File: src/rtl/ct_pkg.sv
// Shared constants for the command-line tokenizer: characters, codes and defaults.
package ct_pkg;

    // Default sizes handed to the top-level parameters
    localparam int BUF_DEPTH_DEF = 4096;
    localparam int MAX_ARGS_DEF  = 64;

    // Field and register widths
    localparam int CHAR_W     = 8;
    localparam int POS_OUT_W  = 12;
    localparam int CNT_OUT_W  = 7;
    localparam int ERR_W      = 3;
    localparam int MAXARG_W   = 7;
    localparam int BUFBYTES_W = 13;
    localparam int CFG_IDX_W  = 2;
    localparam int CFG_DATA_W = 13;

    // Register indexes of the configuration port
    localparam logic [CFG_IDX_W-1:0] CFG_MAX_ARGS     = 2'd0;
    localparam logic [CFG_IDX_W-1:0] CFG_BUFFER_BYTES = 2'd1;

    // Register reset values
    localparam logic [MAXARG_W-1:0]   MAX_ARGS_RST     = 7'd64;
    localparam logic [BUFBYTES_W-1:0] BUFFER_BYTES_RST = 13'd4096;

    // Special characters
    localparam logic [CHAR_W-1:0] CH_NUL   = 8'h00;
    localparam logic [CHAR_W-1:0] CH_SPACE = 8'h20;
    localparam logic [CHAR_W-1:0] CH_BSL   = 8'h5C;
    localparam logic [CHAR_W-1:0] CH_QUOTE = 8'h22;

    // Line result codes
    typedef enum logic [ERR_W-1:0] {
        ERR_NONE      = 3'd0,
        ERR_BUF_FULL  = 3'd1,
        ERR_TOO_MANY  = 3'd2,
        ERR_QUOTE     = 3'd3,
        ERR_END_ESC   = 3'd4,
        ERR_END_QUOT  = 3'd5,
        ERR_END_QESC  = 3'd6
    } t_err;

endpackage

File: src/rtl/ct_limits.sv
// Configuration registers and the clamped argument and buffer limits.
module ct_limits
    import ct_pkg::*;
#(
    parameter int BUF_DEPTH = BUF_DEPTH_DEF,
    parameter int MAX_ARGS  = MAX_ARGS_DEF,
    localparam int PW = $clog2(BUF_DEPTH + 1),
    localparam int AW = $clog2(MAX_ARGS + 1)
) (
    input  logic                  i_clk,
    input  logic                  i_rst_n,
    input  logic                  i_cfg_we,
    input  logic [CFG_IDX_W-1:0]  i_cfg_idx,
    input  logic [CFG_DATA_W-1:0] i_cfg_data,
    output logic [PW-1:0]         o_buf_limit,
    output logic [AW-1:0]         o_arg_limit
);

    localparam int CBW = (PW > BUFBYTES_W) ? PW : BUFBYTES_W;
    localparam int CAW = (AW > MAXARG_W) ? AW : MAXARG_W;

    logic [MAXARG_W-1:0]   r_max_args;
    logic [BUFBYTES_W-1:0] r_buffer_bytes;
    logic [CBW-1:0]        buf_ext;
    logic [CBW-1:0]        buf_clamp;
    logic [CAW-1:0]        arg_ext;
    logic [CAW-1:0]        arg_clamp;

    // Take register writes; unknown indexes are dropped
    always_ff @(posedge i_clk) begin
        if (!i_rst_n) begin
            r_max_args     <= MAX_ARGS_RST;
            r_buffer_bytes <= BUFFER_BYTES_RST;
        end else if (i_cfg_we) begin
            case (i_cfg_idx)
                CFG_MAX_ARGS:     r_max_args     <= i_cfg_data[MAXARG_W-1:0];
                CFG_BUFFER_BYTES: r_buffer_bytes <= i_cfg_data[BUFBYTES_W-1:0];
                default: ;
            endcase
        end
    end

    // Clamp the buffer limit to 1 .. BUF_DEPTH and the argument limit to 1 .. MAX_ARGS
    always_comb begin
        buf_ext = CBW'(r_buffer_bytes);
        if (buf_ext == '0) begin
            buf_clamp = CBW'(1);
        end else if (buf_ext > CBW'(BUF_DEPTH)) begin
            buf_clamp = CBW'(BUF_DEPTH);
        end else begin
            buf_clamp = buf_ext;
        end

        arg_ext = CAW'(r_max_args);
        if (arg_ext == '0) begin
            arg_clamp = CAW'(1);
        end else if (arg_ext > CAW'(MAX_ARGS)) begin
            arg_clamp = CAW'(MAX_ARGS);
        end else begin
            arg_clamp = arg_ext;
        end
    end

    assign o_buf_limit = buf_clamp[PW-1:0];
    assign o_arg_limit = arg_clamp[AW-1:0];

endmodule

File: src/rtl/cmdline_tokenizer.sv
// Top level of the shell-style command-line tokenizer.
//
// Input channel: one line byte per transaction on i_char_in (i_char_valid /
// o_char_ready); a 0 byte ends the line. Output channel: one result per input
// transaction (o_res_valid / i_res_ready) with the buffer byte written, its
// position, an argument-start flag, the running count, done and an error code.
// Configuration: i_cfg_we with i_cfg_idx 0 (max_args) or 1 (buffer_bytes),
// taken at the clock edge; write only while the block is idle.
//
// The result of a byte is shown in the cycle after it is accepted. The block takes
// one byte per clock while the receiver keeps up; the parser state, position and
// count all update in the same cycle the byte is taken, and the single output
// register is refilled in the cycle it is emptied.
// When the receiver stalls, the output register holds its result and
// o_char_ready drops until that result is taken.
// Reset (synchronous, active low) clears the parser to its initial state,
// position and count to 0, the output register to empty, and restores the
// limits to 64 arguments and 4096 bytes.
module cmdline_tokenizer
    import ct_pkg::*;
#(
    parameter int BUF_DEPTH = BUF_DEPTH_DEF,
    parameter int MAX_ARGS  = MAX_ARGS_DEF
) (
    input  logic                  i_clk,
    input  logic                  i_rst_n,
    input  logic                  i_cfg_we,
    input  logic [CFG_IDX_W-1:0]  i_cfg_idx,
    input  logic [CFG_DATA_W-1:0] i_cfg_data,
    input  logic                  i_char_valid,
    output logic                  o_char_ready,
    input  logic [CHAR_W-1:0]     i_char_in,
    output logic                  o_res_valid,
    input  logic                  i_res_ready,
    output logic                  o_write_valid,
    output logic [POS_OUT_W-1:0]  o_write_pos,
    output logic [CHAR_W-1:0]     o_write_byte,
    output logic                  o_arg_start,
    output logic [CNT_OUT_W-1:0]  o_arg_count,
    output logic                  o_line_done,
    output logic [ERR_W-1:0]      o_error_code
);

    localparam int PW  = $clog2(BUF_DEPTH + 1);
    localparam int AW  = $clog2(MAX_ARGS + 1);
    localparam int XPW = (PW > POS_OUT_W) ? PW : POS_OUT_W;
    localparam int XAW = (AW > CNT_OUT_W) ? AW : CNT_OUT_W;

    typedef enum logic [2:0] {
        PS_IDLE = 3'd0,
        PS_GAP  = 3'd1,
        PS_WORD = 3'd2,
        PS_ESC  = 3'd3,
        PS_QUOT = 3'd4,
        PS_QESC = 3'd5
    } t_pstate;

    logic [PW-1:0] buf_limit;
    logic [AW-1:0] arg_limit;

    t_pstate       r_state, n_state;
    logic [PW-1:0] r_wpos,  n_wpos;
    logic [AW-1:0] r_nargs, n_nargs;

    logic                 r_res_valid;
    logic                 r_write_valid, n_write_valid;
    logic [POS_OUT_W-1:0] r_write_pos,   n_write_pos;
    logic [CHAR_W-1:0]    r_write_byte,  n_write_byte;
    logic                 r_arg_start,   n_arg_start;
    logic [CNT_OUT_W-1:0] r_arg_count,   n_arg_count;
    logic                 r_line_done,   n_line_done;
    t_err                 r_err,         n_err;

    logic          take;
    logic          start, put, done;
    logic [CHAR_W-1:0] byte_val;
    t_err          err;
    t_pstate       next;
    logic [XPW-1:0] pos_ext;
    logic [XAW-1:0] cnt_ext;

    ct_limits #(
        .BUF_DEPTH(BUF_DEPTH),
        .MAX_ARGS (MAX_ARGS)
    ) u_limits (
        .i_clk      (i_clk),
        .i_rst_n    (i_rst_n),
        .i_cfg_we   (i_cfg_we),
        .i_cfg_idx  (i_cfg_idx),
        .i_cfg_data (i_cfg_data),
        .o_buf_limit(buf_limit),
        .o_arg_limit(arg_limit)
    );

    // Accept while the output register is empty or being emptied
    assign o_char_ready = !r_res_valid || i_res_ready;
    assign take         = i_char_valid && o_char_ready;

    // Decode one byte against the parser state
    always_comb begin
        start    = 1'b0;
        put      = 1'b0;
        done     = 1'b0;
        byte_val = CH_NUL;
        err      = ERR_NONE;
        next     = r_state;
        case (r_state)
            PS_IDLE, PS_GAP: begin
                if (i_char_in == CH_NUL) begin
                    done = 1'b1;
                end else if (i_char_in == CH_SPACE) begin
                    next = PS_GAP;
                end else if (i_char_in == CH_BSL) begin
                    next  = PS_ESC;
                    start = 1'b1;
                end else if (i_char_in == CH_QUOTE) begin
                    next  = PS_QUOT;
                    start = 1'b1;
                end else begin
                    next     = PS_WORD;
                    start    = 1'b1;
                    put      = 1'b1;
                    byte_val = i_char_in;
                end
            end
            PS_WORD: begin
                if (i_char_in == CH_NUL) begin
                    done = 1'b1;
                    put  = 1'b1;
                end else if (i_char_in == CH_SPACE) begin
                    next = PS_GAP;
                    put  = 1'b1;
                end else if (i_char_in == CH_BSL) begin
                    next = PS_ESC;
                end else if (i_char_in == CH_QUOTE) begin
                    err = ERR_QUOTE;
                end else begin
                    put      = 1'b1;
                    byte_val = i_char_in;
                end
            end
            PS_ESC: begin
                if (i_char_in == CH_NUL) begin
                    err = ERR_END_ESC;
                end else begin
                    next     = PS_WORD;
                    put      = 1'b1;
                    byte_val = i_char_in;
                end
            end
            PS_QUOT: begin
                if (i_char_in == CH_NUL) begin
                    err = ERR_END_QUOT;
                end else if (i_char_in == CH_BSL) begin
                    next = PS_QESC;
                end else if (i_char_in == CH_QUOTE) begin
                    next = PS_GAP;
                    put  = 1'b1;
                end else begin
                    put      = 1'b1;
                    byte_val = i_char_in;
                end
            end
            PS_QESC: begin
                if (i_char_in == CH_NUL) begin
                    err = ERR_END_QESC;
                end else begin
                    next     = PS_QUOT;
                    put      = 1'b1;
                    byte_val = i_char_in;
                end
            end
            default: begin
                next = PS_IDLE;
            end
        endcase

        // Argument limit is checked before the buffer limit
        if (err == ERR_NONE && start && r_nargs >= arg_limit) begin
            err = ERR_TOO_MANY;
        end
        if (err == ERR_NONE && put && r_wpos >= buf_limit) begin
            err = ERR_BUF_FULL;
        end
    end

    // Form the next state and the result
    always_comb begin
        n_nargs = start ? r_nargs + AW'(1) : r_nargs;
        n_wpos  = put ? r_wpos + PW'(1) : r_wpos;
        n_state = next;
        pos_ext = XPW'(r_wpos);
        cnt_ext = XAW'(n_nargs);

        n_write_valid = put;
        n_write_pos   = (put || start) ? pos_ext[POS_OUT_W-1:0] : '0;
        n_write_byte  = put ? byte_val : CH_NUL;
        n_arg_start   = start;
        n_arg_count   = cnt_ext[CNT_OUT_W-1:0];
        n_line_done   = done;
        n_err         = err;

        if (err != ERR_NONE) begin
            n_write_valid = 1'b0;
            n_write_pos   = '0;
            n_write_byte  = CH_NUL;
            n_arg_start   = 1'b0;
            n_arg_count   = '0;
            n_line_done   = 1'b0;
        end

        // Return to the initial state after done or any error
        if (err != ERR_NONE || done) begin
            n_state = PS_IDLE;
            n_wpos  = '0;
            n_nargs = '0;
        end
    end

    // Hold parser state and the output register
    always_ff @(posedge i_clk) begin
        if (!i_rst_n) begin
            r_state     <= PS_IDLE;
            r_wpos      <= '0;
            r_nargs     <= '0;
            r_res_valid <= 1'b0;
        end else begin
            if (take) begin
                r_state       <= n_state;
                r_wpos        <= n_wpos;
                r_nargs       <= n_nargs;
                r_write_valid <= n_write_valid;
                r_write_pos   <= n_write_pos;
                r_write_byte  <= n_write_byte;
                r_arg_start   <= n_arg_start;
                r_arg_count   <= n_arg_count;
                r_line_done   <= n_line_done;
                r_err         <= n_err;
                r_res_valid   <= 1'b1;
            end else if (i_res_ready) begin
                r_res_valid <= 1'b0;
            end
        end
    end

    assign o_res_valid   = r_res_valid;
    assign o_write_valid = r_write_valid;
    assign o_write_pos   = r_write_pos;
    assign o_write_byte  = r_write_byte;
    assign o_arg_start   = r_arg_start;
    assign o_arg_count   = r_arg_count;
    assign o_line_done   = r_line_done;
    assign o_error_code  = r_err;

endmodule
File: config.mk
export PLATFORM = sky130hd
export DESIGN_NAME = cmdline_tokenizer
export DESIGN_NICKNAME = d
export VERILOG_FILES = /design/src/rtl/ct_pkg.sv /design/src/rtl/ct_limits.sv /design/src/rtl/cmdline_tokenizer.sv
export SDC_FILE = /design/constraint.sdc
export NUM_CORES = 1
export LEC_CHECK = 0
export BUFFER_PORTS_ARGS = -buffer_cell sky130_fd_sc_hd__buf_2
export CAP_MARGIN = 30
export CORE_AREA = 2 2 88 98
export CTS_CLUSTER_SIZE = 16
export DETAILED_ROUTE_END_ITERATION = 10
export DIE_AREA = 0 0 90 100
export GPL_TIMING_DRIVEN = 0
export PLACE_DENSITY = 0.83
export SYNTH_ARGS = -nofsm -noshare
export SYNTH_HDL_FRONTEND = slang
export SYNTH_HIERARCHICAL = 1
export SYNTH_SLANG_ARGS = --single-unit
File: constraint.sdc
create_clock -name i_clk -period 3.4 [get_ports i_clk]
set_clock_uncertainty 0.2 [all_clocks]
set_input_delay 0.68 -clock i_clk [delete_from_list [all_inputs] [get_ports i_clk]]
set_output_delay 0.68 -clock i_clk [all_outputs]
set_load 0.02 [all_outputs]
# Word-level counts from Yosys, hierarchy flattened

Index checks and enable logic that the tools add are counted.

Reduce and logical (&&, ||, !) cells: 29
Bitwise logic cells: 2
Mux-type cells: 56
Equal/unequal tests: 16
Add/sub/neg operators: 2
Magnitude comparators: 4

Operators by type and width:

| operator                                                               | count |
|---|---|
| 3-bit two-way mux                                                      | 18 |
| 13-bit two-way mux                                                     | 4 |
| 8-bit two-way mux                                                      | 6 |
| 7-bit two-way mux                                                      | 4 |
| 8-bit one-hot mux with 3 select lines                                  | 1 |
| 8-bit by 6-bit equality test with 1-bit output (second input constant) | 2 |
| 1-bit two-way mux                                                      | 16 |
| 3-bit != test (second input constant)                                  | 5 |
| 3-bit one-hot mux with 5 select lines                                  | 1 |
| 13-bit by 1-bit adder with 13-bit output (second input constant)       | 1 |
| 13-bit greater-or-equal comparator                                     | 1 |
| 13-bit greater-than comparator (second input constant)                 | 1 |
| 13-bit zero test                                                       | 1 |
| 3-bit one-hot mux with 4 select lines                                  | 1 |
| 3-bit zero test                                                        | 3 |
| 8-bit by 7-bit equality test with 1-bit output (second input constant) | 1 |
| 8-bit zero test                                                        | 1 |
| 2-bit two-way mux                                                      | 4 |
| 4-bit != test (second input constant)                                  | 2 |
| 2-bit AND reduction                                                    | 4 |
| 8-bit AND reduction                                                    | 1 |
| 2-bit OR reduction                                                     | 4 |
| 7-bit by 1-bit adder with 7-bit output (second input constant)         | 1 |
| 7-bit greater-or-equal comparator                                      | 1 |
| other kinds (15)                                                       | 25 |

Output and inout port bits: 35
Input bits: 28
Flip-flop bits (word level): 77

# Longest topological paths before layout

Gate-level depths: netlist of run 1.

Word-level depth: 18
Gate-level depth with buffers: 12
Mapped depth without buffers: 11

# Cells and area by module

The synthesis of run 1 kept the hierarchy.

By module, submodules not included:

| module            | area an instance (um^2) | times used | sequential area each (um^2) | cells an instance |
|---|---|---|---|---|
| cmdline_tokenizer | 3368.2                  | 1          | 1471.4                      | 356 |
| ct_limits         | 924.6                   | 1          | 400.4                       | 109 |

# Least setup slack after synthesis of run 1

No wires, ideal clock.

Path kind: input-to-reg
Start point: input i_res_ready
End point: register r_nargs[0]
Setup time: 0.057 ns
Cell stages on the path: 5
Slack: 0.578 ns
Data required time: 3.143 ns
Buffers on the path: 0
Arrival: 2.565 ns
Path through: nand2b_1 and3_1 nand4_1 a21oi_1 a21o_1

Word-level cells in the longest chain between the ends: 2

Ends and longest elaborated chain:

| what                   | RTL line                 | source |
|---|---|---|
| start: declaration     | cmdline_tokenizer.sv:34  | `input logic i_res_ready,` |
| 1-bit logical OR       | cmdline_tokenizer.sv:96  | `assign o_char_ready = !r_res_valid \|\| i_res_ready;` |
| 1-bit logical AND      | cmdline_tokenizer.sv:97  | `assign take = i_char_valid && o_char_ready;` |
| end signal: assignment | cmdline_tokenizer.sv:231 | `r_nargs <= n_nargs;` |
| end: declaration       | cmdline_tokenizer.sv:63  | `logic [AW-1:0] r_nargs, n_nargs;` |

No other way between the ends.
A chain may end at the register's enable or synchronous reset.

# Worst setup path after layout of run 1

Start point: register u_limits.r_buffer_bytes[12], in the netlist u_limits/buf_ext[12]
End point: register r_arg_count[2], in the netlist o_arg_count[2] (data pin)

Word-level cells in the longest chain between the ends: 7
Elaborated cells on any way between the ends: 8

Ends and longest elaborated chain:

| what                                   | RTL line                 | source |
|---|---|---|
| start: declaration                     | ct_limits.sv:23          | `logic [BUFBYTES_W-1:0] r_buffer_bytes;` |
| start signal: assignment               | ct_limits.sv:37          | `CFG_BUFFER_BYTES: r_buffer_bytes <= i_cfg_data[BUFBYTES_W-1:0];` |
| 13-bit greater-than comparator         | ct_limits.sv:48          | `end else if (buf_ext > CBW'(BUF_DEPTH)) begin` |
| 13-bit two-way mux                     | ct_limits.sv:48          |  |
| 13-bit two-way mux (*)                 | ct_limits.sv:46          | `if (buf_ext == '0) begin` |
| net buf_limit[4]                       | cmdline_tokenizer.sv:58  | `logic [PW-1:0] buf_limit;` |
| 13-bit greater-or-equal comparator (*) | cmdline_tokenizer.sv:182 | `if (err == ERR_NONE && put && r_wpos >= buf_limit) begin` |
| 1-bit logical AND (*)                  | cmdline_tokenizer.sv:182 |  |
| 3-bit two-way mux (*)                  | cmdline_tokenizer.sv:182 |  |
| 3-bit nonzero test (*)                 | cmdline_tokenizer.sv:203 | `if (err != ERR_NONE) begin` |
| end signal: assignment                 | cmdline_tokenizer.sv:236 | `r_arg_count <= n_arg_count;` |
| end: declaration                       | cmdline_tokenizer.sv:70  | `logic [CNT_OUT_W-1:0] r_arg_count, n_arg_count;` |

Mark *: on every way through the listed nets, which the timed path passes. The rest lies on a longest branch.

==> results.json, run 1 <==
{
  "gr-usage-met3_pct": 4.05,
  "rows": 35,
  "dp_hpwl_um": 6890,
  "worstPathArrival_ns": 3.04,
  "wl_per_cell_um": 14.0,
  "io_buffers": 60,
  "setup_violations": 0,
  "drtIter0Drc": 165,
  "grt_usage_pct": 20.5,
  "start_util_pct": 52.7,
  "cts_buffers": 9,
  "die_w_um": 90,
  "vdd_drop_max_mv": 0.317,
  "p_int_mw": 1.51,
  "htreeDepth": 3,
  "whs_ns": 0.278,
  "path_cells": "clkbuf_1 > nor2b_1 > inv_1 > ha_1 > o211a_1 > o31ai_1 > a311oi_1 > o2bb2ai_2 > nand2_1 > clkbuf_1 > a21oi_1",
  "p_sw_uw": 613,
  "pwr-share-comb_pct": 18.2,
  "sequentialPowerShare_pct": 49.5,
  "hold_viol": 0,
  "area_delta_synth_final_pct": 15.4,
  "viasPerCell": 5.43,
  "final_common_cell": "buf_2",
  "clockBufferDepth": 2,
  "cts_tree": "built",
  "worst_slack_ns": 0.232,
  "use_met1_pct": 26.1,
  "r2r_slack_ns": 0.23,
  "grt_use_met2_pct": 35.9,
  "worstHoldPathType": "reg -> reg",
  "ys_ff_latch": 77,
  "die_area_mm2": 0.00900,
  "slew_headroom_pct": 48.2,
  "drive_gt1_share_pct": 19.6,
  "critPathKind": "reg -> reg",
  "period_share_pct": 93.2,
  "routed_wl_um": 9110,
  "power_mw": 2.12,
  "synth.distinct_cells": 61,
  "setup_tns_ns": 0,
  "grt_pass1_vias": 3277,
  "holdBufCountCts": 0,
  "cpLargestDelayFamily": "compound AO/OA/AOI/OAI gates",
  "required_ns": 3.27,
  "busiest_layer": "met2",
  "cp_max_fo": 10,
  "synth_edf_count": 33,
  "cp-start-kind": "flip-flop",
  "grt-ovfl-total": 0,
  "synth_flop_cell": "dfxtp_1",
  "worst-path-buf-inv": 3,
  "antenna_found_initial": 0,
  "drc": 0,
  "gp_congestion": 0.909,
  "cts_resized": 0,
  "antenna_cells": 0,
  "power.leakage_nw": 1.99,
  "final_cell_mix": "buf_2, nand2_1, dfxtp_1",
  "startpoint": "u_limits/buf_ext[12]",
  "fmax_mhz": 316,
  "post_cts_buffers": 0,
  "avgSynthCellArea_um2": 9.23,
  "crit_top_cell": "clkbuf_1",
  "status": "finished clean",
  "critPathMaxStageDelay_ns": 0.46,
  "firstDrtPassIters": 4,
  "syn_nets": 518,
  "stdcell_count": 652,
  "vias": 3539,
  "grt_pass1_wl_um": 15100,
  "final_util_pct": 60.8,
  "worst_pin_slew_ns": 0.778,
  "die_y_um": 100,
  "netlist_instances": 465,
  "dpl_cell_area_mm2": 0.00473,
  "fin_nets": 589,
  "cts-root-buf": "clkbuf_8",
  "powerDensity_mw_per_mm2": 428,
  "r2r-start": "u_limits/buf_ext[12]",
  "power_switching_share_pct": 28.9,
  "cap_violations": 0,
  "ioPinCount": 63,
  "cts_sinks": 77,
  "clkSlewWorstSetupHoldPaths_ns": 0.08,
  "antenna_left": 0,
  "rsz0062_at_grt": "false",
  "synth.cell_area_mm2": 0.00429,
  "critPathCaptureType": "flip-flop",
  "seq_area_frac_synth_pct": 43.6,
  "finalCriticalPeriod_ns": 3.17,
  "core_mm2": 0.00815,
  "p_clk_share_pct": 32.3,
  "fin_area_mm2": 0.00495,
  "grt_max_degree": 35,
  "place_inst": 636,
  "finalMaxSlewViolations": 0,
  "synth-async-reset-ratio_pct": 0,
  "dp_slack_ns": 0.0285,
  "clock_latency_ns": 0.34,
  "min_from": "u_limits/buf_ext[6]",
  "ys_warn_count": 6,
  "crit_slowest_cell": "a311oi_1"
}
worst min-delay path: stages (launching register included):
cell and delay (ns):
dfxtp_1 0.32, nand2_1 0.05, a21boi_0 0.06
cell type report:
class | count | area (µm²)
Fill cell | 717 | 3190
Multi-Input combinational cell | 344 | 2250
Sequential cell | 77 | 1870
Timing Repair Buffer | 60 | 300
Tap cell | 111 | 139
Clock buffer | 9 | 124
Buffer | 19 | 106
Inverter | 25 | 93.8
Clock inverter | 7 | 72.6
path summary, 6_finish.rpt:
| kind | to | cells past startpoint |
|---|---|---|
| min | u_limits/buf_ext[6] | 2 |
| max | o_arg_count[2] | 11 |
| max reg2reg | o_arg_count[2] | 11 |
| min reg2reg | u_limits/buf_ext[6] | 2 |
synth_stat cells, types with 4 or more instances:
cell	instances	area share, %
a21boi_0	12	2.1
a21o_1	10	1.7
a21oi_1	33	3.8
and2_1	19	2.8
and3_1	9	1.3
clkbuf_1	12	1.0
dfxtp_1	44	21
edfxtp_1	33	23
ha_1	25	7.3
inv_1	25	2.2
mux2i_1	8	1.9
nand2_1	55	4.8
nand2b_1	5	0.73
nand3_1	7	0.82
nand4_1	10	1.5
nor2_1	33	2.9
nor2b_1	23	3.4
nor3_1	7	0.82
nor4_1	4	0.58
o21ai_0	14	1.6
o22ai_1	4	0.58
or2_2	4	0.58
or3_1	5	0.73
xor2_1	6	1.2
routing by layer:
metal | part of all wire [%] | vias to the layer above
met1 | 47 | 1626
met4 | 1.5 | 0
met3 | 3.9 | 12
met5 | 0 | -
met2 | 48 | 92
li1 | - | 1809
state kept, by name (all words and copies together) (netlist names):
| register | flops |
|---|---|
| r_state | 3 |
| pos_ext | 13 |
| o_write_valid | 1 |
| o_error_code | 3 |
| o_res_valid | 1 |
| u_limits/buf_ext | 13 |
| o_write_pos | 12 |
| r_nargs | 7 |
| u_limits/arg_ext | 7 |
| o_arg_start | 1 |
| o_arg_count | 7 |
| o_write_byte | 8 |
| o_line_done | 1 |
kinds of logic (layout without fill, tap and decap cells):
kind of cell    after synthesis  after routing  share of synthesized area (%)
mux                           8              8                           1.87
xor+xnor                      9              9                           1.84
fa+ha+maj                    25             25                           7.29
buf+inv                      44            120                           4.58
compound gates              102            102                           15.4
flops                        77             77                           43.6
simple gates                200            200                           25.4
power by group through the flow:
stage               logic, mW  registers [mW]  clock network, mW
detailed placement      0.376            1.07                  0
global route            0.431            1.06              0.736
floorplan               0.239            1.10                  0
global placement        0.367            1.07                  0
finish                  0.386            1.05              0.686
CTS                     0.379            1.05              0.698
No activity file was read; power rests on OpenSTA's default activity.
==> run 2, diff against run 1 <==
Settings changed: CELL_PAD_IN_SITES_DETAIL_PLACEMENT set to 2, CELL_PAD_IN_SITES_GLOBAL_PLACEMENT set to 2, CORE_AREA 2 2 88 98 to 2 2 109 122, CTS_CLUSTER_DIAMETER set to 120, DIE_AREA 0 0 90 100 to 0 0 111 124, PLACE_DENSITY 0.83 to 0.85.
==> run 2 against run 1 <==
  * Non-clock buffer count grew 1
  * Maximum frequency shrank 2.0%
  * Via count grew 6.5%
  * Hold slack gained 0.0089 ns
  * Core utilization shrank 19 points
  * Flip-flop and latch count is the same
  * Design area grew 4.5%
  * Register-to-register slack lost 0.06 ns
  * Critical path type unchanged
  * Critical endpoint is now pos_ext[2]
  * Largest power group is now clock
  * Highest routed layer unchanged
==> results.json, run 2 (synthesis results as in run 1) <==
{
  "hold_viol": 0,
  "grt_pass1_vias": 4120,
  "finalCriticalPeriod_ns": 3.23,
  "status": "finished clean",
  "grt_usage_pct": 19.8,
  "drive_gt1_share_pct": 20.7,
  "rsz0062_at_grt": "false",
  "grt_pass1_wl_um": 21500,
  "cts-root-buf": "clkbuf_16",
  "final_util_pct": 41.7,
  "gp_congestion": 0.877,
  "cts_buffers": 9,
  "firstDrtPassIters": 4,
  "htreeDepth": 3,
  "wl_per_cell_um": 18.7,
  "timing.rr.end": "pos_ext[2]",
  "cap_violations": 0,
  "fin_nets": 590,
  "routed_wl_um": 13100,
  "ioPinCount": 63,
  "rows": 43,
  "vias": 3768,
  "rr_worst_depth": 11,
  "cp_max_fo": 10,
  "cp-start-kind": "flip-flop",
  "worst_pin_slew_ns": 0.776,
  "area_delta_synth_final_pct": 20.6,
  "grt_max_degree": 35,
  "hold_depth": 2,
  "slew_headroom_pct": 48.3,
  "power.leakage_nw": 2.07,
  "cts_sinks": 77,
  "io_buffers": 60,
  "start_util_pct": 34.5,
  "grt-ovfl-total": 0,
  "min_from": "u_limits/buf_ext[4]",
  "setup_violations": 0,
  "vdd_drop_max_mv": 0.266,
  "whs_ns": 0.287,
  "period_share_pct": 95.1,
  "required_ns": 3.42,
  "r2r_slack_ns": 0.17,
  "critPathKind": "reg -> reg",
  "worstPathArrival_ns": 3.25,
  "drtIter0Drc": 90,
  "clockBufferDepth": 2,
  "clkSlewWorstSetupHoldPaths_ns": 0.07,
  "finalMaxSlewViolations": 0,
  "worstHoldPathType": "reg -> reg",
  "clock_latency_ns": 0.34,
  "setup_tns_ns": 0,
  "die_w_um": 111,
  "drc": 0,
  "critPathCaptureType": "flip-flop",
  "powerDensity_mw_per_mm2": 496,
  "cts_tree": "built",
  "core_mm2": 0.0124,
  "dp_hpwl_um": 9980,
  "r2r-start": "u_limits/buf_ext[12]",
  "die_y_um": 124,
  "final_common_cell": "buf_2",
  "viasPerCell": 5.39,
  "antenna_cells": 0,
  "antenna_found_initial": 0,
  "fmax_mhz": 309,
  "min_to": "u_limits/buf_ext[4]",
  "die_area_mm2": 0.0138,
  "final_cell_mix": "buf_2, nand2_1, dfxtp_1",
  "antenna_left": 0
}
-- run 2: cell type report --
cell class | instances | area, µm²
fill | 1373 | 7250
multi-input combinational | 344 | 2260
sequential | 77 | 1870
timing repair buffer | 61 | 308
clock buffer | 13 | 293
tap | 157 | 196
buffer | 19 | 109
inverter | 25 | 93.8
clock inverter | 3 | 47.5
-- run 2: stage by stage --
stage | power [mW] | cells | cell area, µm² | setup WS, ns
finish | 2.57 | 699 | 5180 | 0.168
global route | 2.68 | 699 | 5180 | 0.0201
CTS | 2.58 | 698 | 5150 | 0.0503
detailed placement | 1.48 | 682 | 4790 | -0.262
global placement | 1.45 | 682 | 4790 | -0.128
floorplan | 1.34 | 465 | 4290 | 0.578
-- run 2: metal layers --
layer  up-vias  part of all wire [%]  wire length [µm]  global-route usage (%)
li1       1803                     -                 -                       -
met1      1873                    42              5480                    22.4
met2        73                    54              7060                    38.4
met3        19                   2.9               377                    3.45
met4         0                   1.4               182                    5.70
met5         -                     0                 0                       0
-- run 2: worst max-delay path by stage --
| stage | startpoint | end | slack [ns] | cells after the start |
|---|---|---|---|---|
| detailed placement | r_state[1] | o_write_pos[7] | -0.26 | 11 |
| global placement | i_res_ready | r_nargs[1] | -0.13 | 6 |
| floorplan | i_res_ready | r_nargs[0] | 0.58 | 5 |
| finish | u_limits/buf_ext[12] | pos_ext[2] | 0.17 | 11 |
| CTS | r_state[1] | pos_ext[4] | 0.05 | 10 |
| global route | u_limits/buf_ext[12] | pos_ext[8] | 0.02 | 11 |
-- run 2: power by group --
group	switching, mW	total, mW	internal, mW
clock	0.409	1.09	0.683
combinational	0.265	0.419	0.154
sequential	0.0357	1.06	1.02
total	0.710	2.57	1.86
-- run 2: timing repair --
| item | 4_1_cts | 5_1_grt |
|---|---|---|
| hold buffers | 0 | 0 |
| endpoints found under the setup margin | 26 | 34 |
| buffers inserted | 0 | 1 |
| cloned | 0 | 0 |
| pin swaps | 0 | 1 |
| gates resized for setup | 6 | 7 |
-- run 2: worst max-delay path, cell delays in order, from the launching register on --
cell	delay, ns
dfxtp_1	0.36
clkbuf_2	0.20
nor2b_1	0.18
inv_1	0.08
ha_1	0.33
o211a_1	0.15
o31ai_1	0.06
a311oi_1	0.49
o2bb2ai_2	0.21
a41oi_2	0.41
clkbuf_2	0.33
nor2_1	0.11
==> run 3, diff against run 2 <==
Settings changed: BUFFER_PORTS_ARGS -buffer_cell sky130_fd_sc_hd__buf_2 to unset, CORE_AREA 2 2 109 122 to 2 2 104 116, DIE_AREA 0 0 111 124 to 0 0 106 118, DONT_BUFFER_PORTS set to 1, PLACE_DENSITY 0.85 to 0.84, SLEW_MARGIN set to 5.
==> run 3 against run 2 <==
  * Maximum frequency up 1.6%
  * Non-clock buffer count decreased by 61
  * Flip-flop and latch count did not move
  * Sequential share of layout area rose by 2.8 points
  * Power fell by 7.1%
  * Via count fell by 6.3%
  * Sequential power about the same
  * Clock power fell by 12%
  * Cell count shrank 9.7%
==> results.json, run 3 (synthesis results as in run 1) <==
{
  "cts_sinks": 77,
  "drtIter0Drc": 105,
  "required_ns": 3.47,
  "final_common_cell": "nand2_1",
  "powerDensity_mw_per_mm2": 496,
  "final_cell_mix": "nand2_1, dfxtp_1, nor2_1, edfxtp_1, a21oi_1",
  "antenna_found_initial": 0,
  "grt_max_degree": 35,
  "startpoint": "r_state[1]",
  "vias": 3531,
  "clkSlewWorstSetupHoldPaths_ns": 0.06,
  "grt-ovfl-total": 0,
  "cap_violations": 0,
  "finalCriticalPeriod_ns": 3.18,
  "die_w_um": 106,
  "period_share_pct": 93.6,
  "rsz0062_at_grt": "false",
  "finalMaxSlewViolations": 0,
  "min_from": "i_cfg_data[12]",
  "drive_gt1_share_pct": 10.2,
  "core_mm2": 0.0113,
  "wl_per_cell_um": 19.7,
  "antenna_cells": 0,
  "holdBufCountCts": 0,
  "start_util_pct": 37.9,
  "grt_pass1_vias": 3908,
  "critPathKind": "reg -> reg",
  "antenna_left": 0,
  "worst_pin_slew_ns": 0.835,
  "worstPathArrival_ns": 3.25,
  "power.leakage_nw": 1.81,
  "fin_nets": 529,
  "critPathCaptureType": "flip-flop",
  "clock_latency_ns": 0.35,
  "grt_pass1_wl_um": 20100,
  "worstHoldPathType": "in -> reg",
  "drc": 0,
  "r2r-start": "r_state[1]",
  "cts_tree": "built",
  "cts_buffers": 9,
  "slew_headroom_pct": 44.3,
  "cts-root-buf": "clkbuf_16",
  "die_area_mm2": 0.0125,
  "setup_violations": 0,
  "viasPerCell": 5.60,
  "die_y_um": 118,
  "routed_wl_um": 12400,
  "io_buffers": 0,
  "dp_hpwl_um": 9060,
  "cp_max_fo": 10,
  "stdcell_count": 631,
  "vdd_drop_max_mv": 0.187,
  "firstDrtPassIters": 4,
  "ioPinCount": 63,
  "cp-start-kind": "flip-flop",
  "place_inst": 615,
  "gp_congestion": 0.916,
  "area_delta_synth_final_pct": 12.0,
  "dp_slack_ns": -0.223,
  "clockBufferDepth": 2,
  "hold_viol": 0,
  "grt_usage_pct": 20.5,
  "status": "finished clean",
  "htreeDepth": 3,
  "rows": 41,
  "fmax_mhz": 314,
  "worst_slack_ns": 0.219
}
[run 3: final cells by class]
type                       instances  area, µm²
fill                            1236       6530
multi-input combinational        344       2250
sequential                        77       1870
clock buffer                      11        254
tap                              150        188
buffer                            19        109
inverter                          25       93.8
clock inverter                     5       38.8
[run 3: where the power goes]
part	switching (mW)	internal, mW	leakage (nW)
clock	0.414	0.545	0.142
sequential	0.0669	1.02	0.666
combinational	0.212	0.125	0.998
total	0.693	1.69	1.81
[run 3: routing by layer]
layer / part of all wire [%] / up-vias / GRT usage (%)
met2: 53 / 70 / 37.7
met1: 42 / 1758 / 23.4
met4: 2.5 / 0 / 7.89
li1: - / 1683 / -
met3: 3.2 / 20 / 3.65
met5: 0 / - / 0
[run 3: worst max-delay path, stage by stage, from the launching register on]
cell and delay [ns]:
dfxtp_1 0.36, clkbuf_2 0.22, inv_1 0.17, ha_1 0.21
inv_1 0.12, a21oi_2 0.33, o211ai_1 0.22, and2_1 0.31
and3_4 0.21, buf_6 0.13, or4_1 0.46, a21oi_1 0.17
[run 3: worst paths after layout]
check	endpoint	slack, ns	depth (start not counted)
worst max-delay path	pos_ext[5]	0.22	11
worst max register to register	pos_ext[5]	0.22	11
worst min-delay path	u_limits/buf_ext[12]	0.26	2
worst min register to register	u_limits/buf_ext[5]	0.29	2
[run 3: repair_timing]
| action | in CTS | in global routing |
|---|---|---|
| buffers inserted | 0 | 0 |
| gates resized for setup | 5 | 8 |
| pin swaps | 0 | 1 |
| setup endpoints to repair | 32 | 39 |
[run 3: stage by stage]
step | TNS [ns] | power (mW) | utilization [%] | hold slack (ns) | cell area (µm²)
global placement | -1.05 | 1.41 | 39.5 | 0.267 | 4480
floorplan | 0 | 1.34 | - | 0.243 | 4290
CTS | 0 | 2.40 | 42.3 | 0.256 | 4790
global route | 0 | 2.48 | 42.4 | 0.281 | 4810
finish | 0 | 2.39 | 42.4 | 0.263 | 4810
detailed placement | -3.07 | 1.44 | 39.5 | 0.280 | 4480
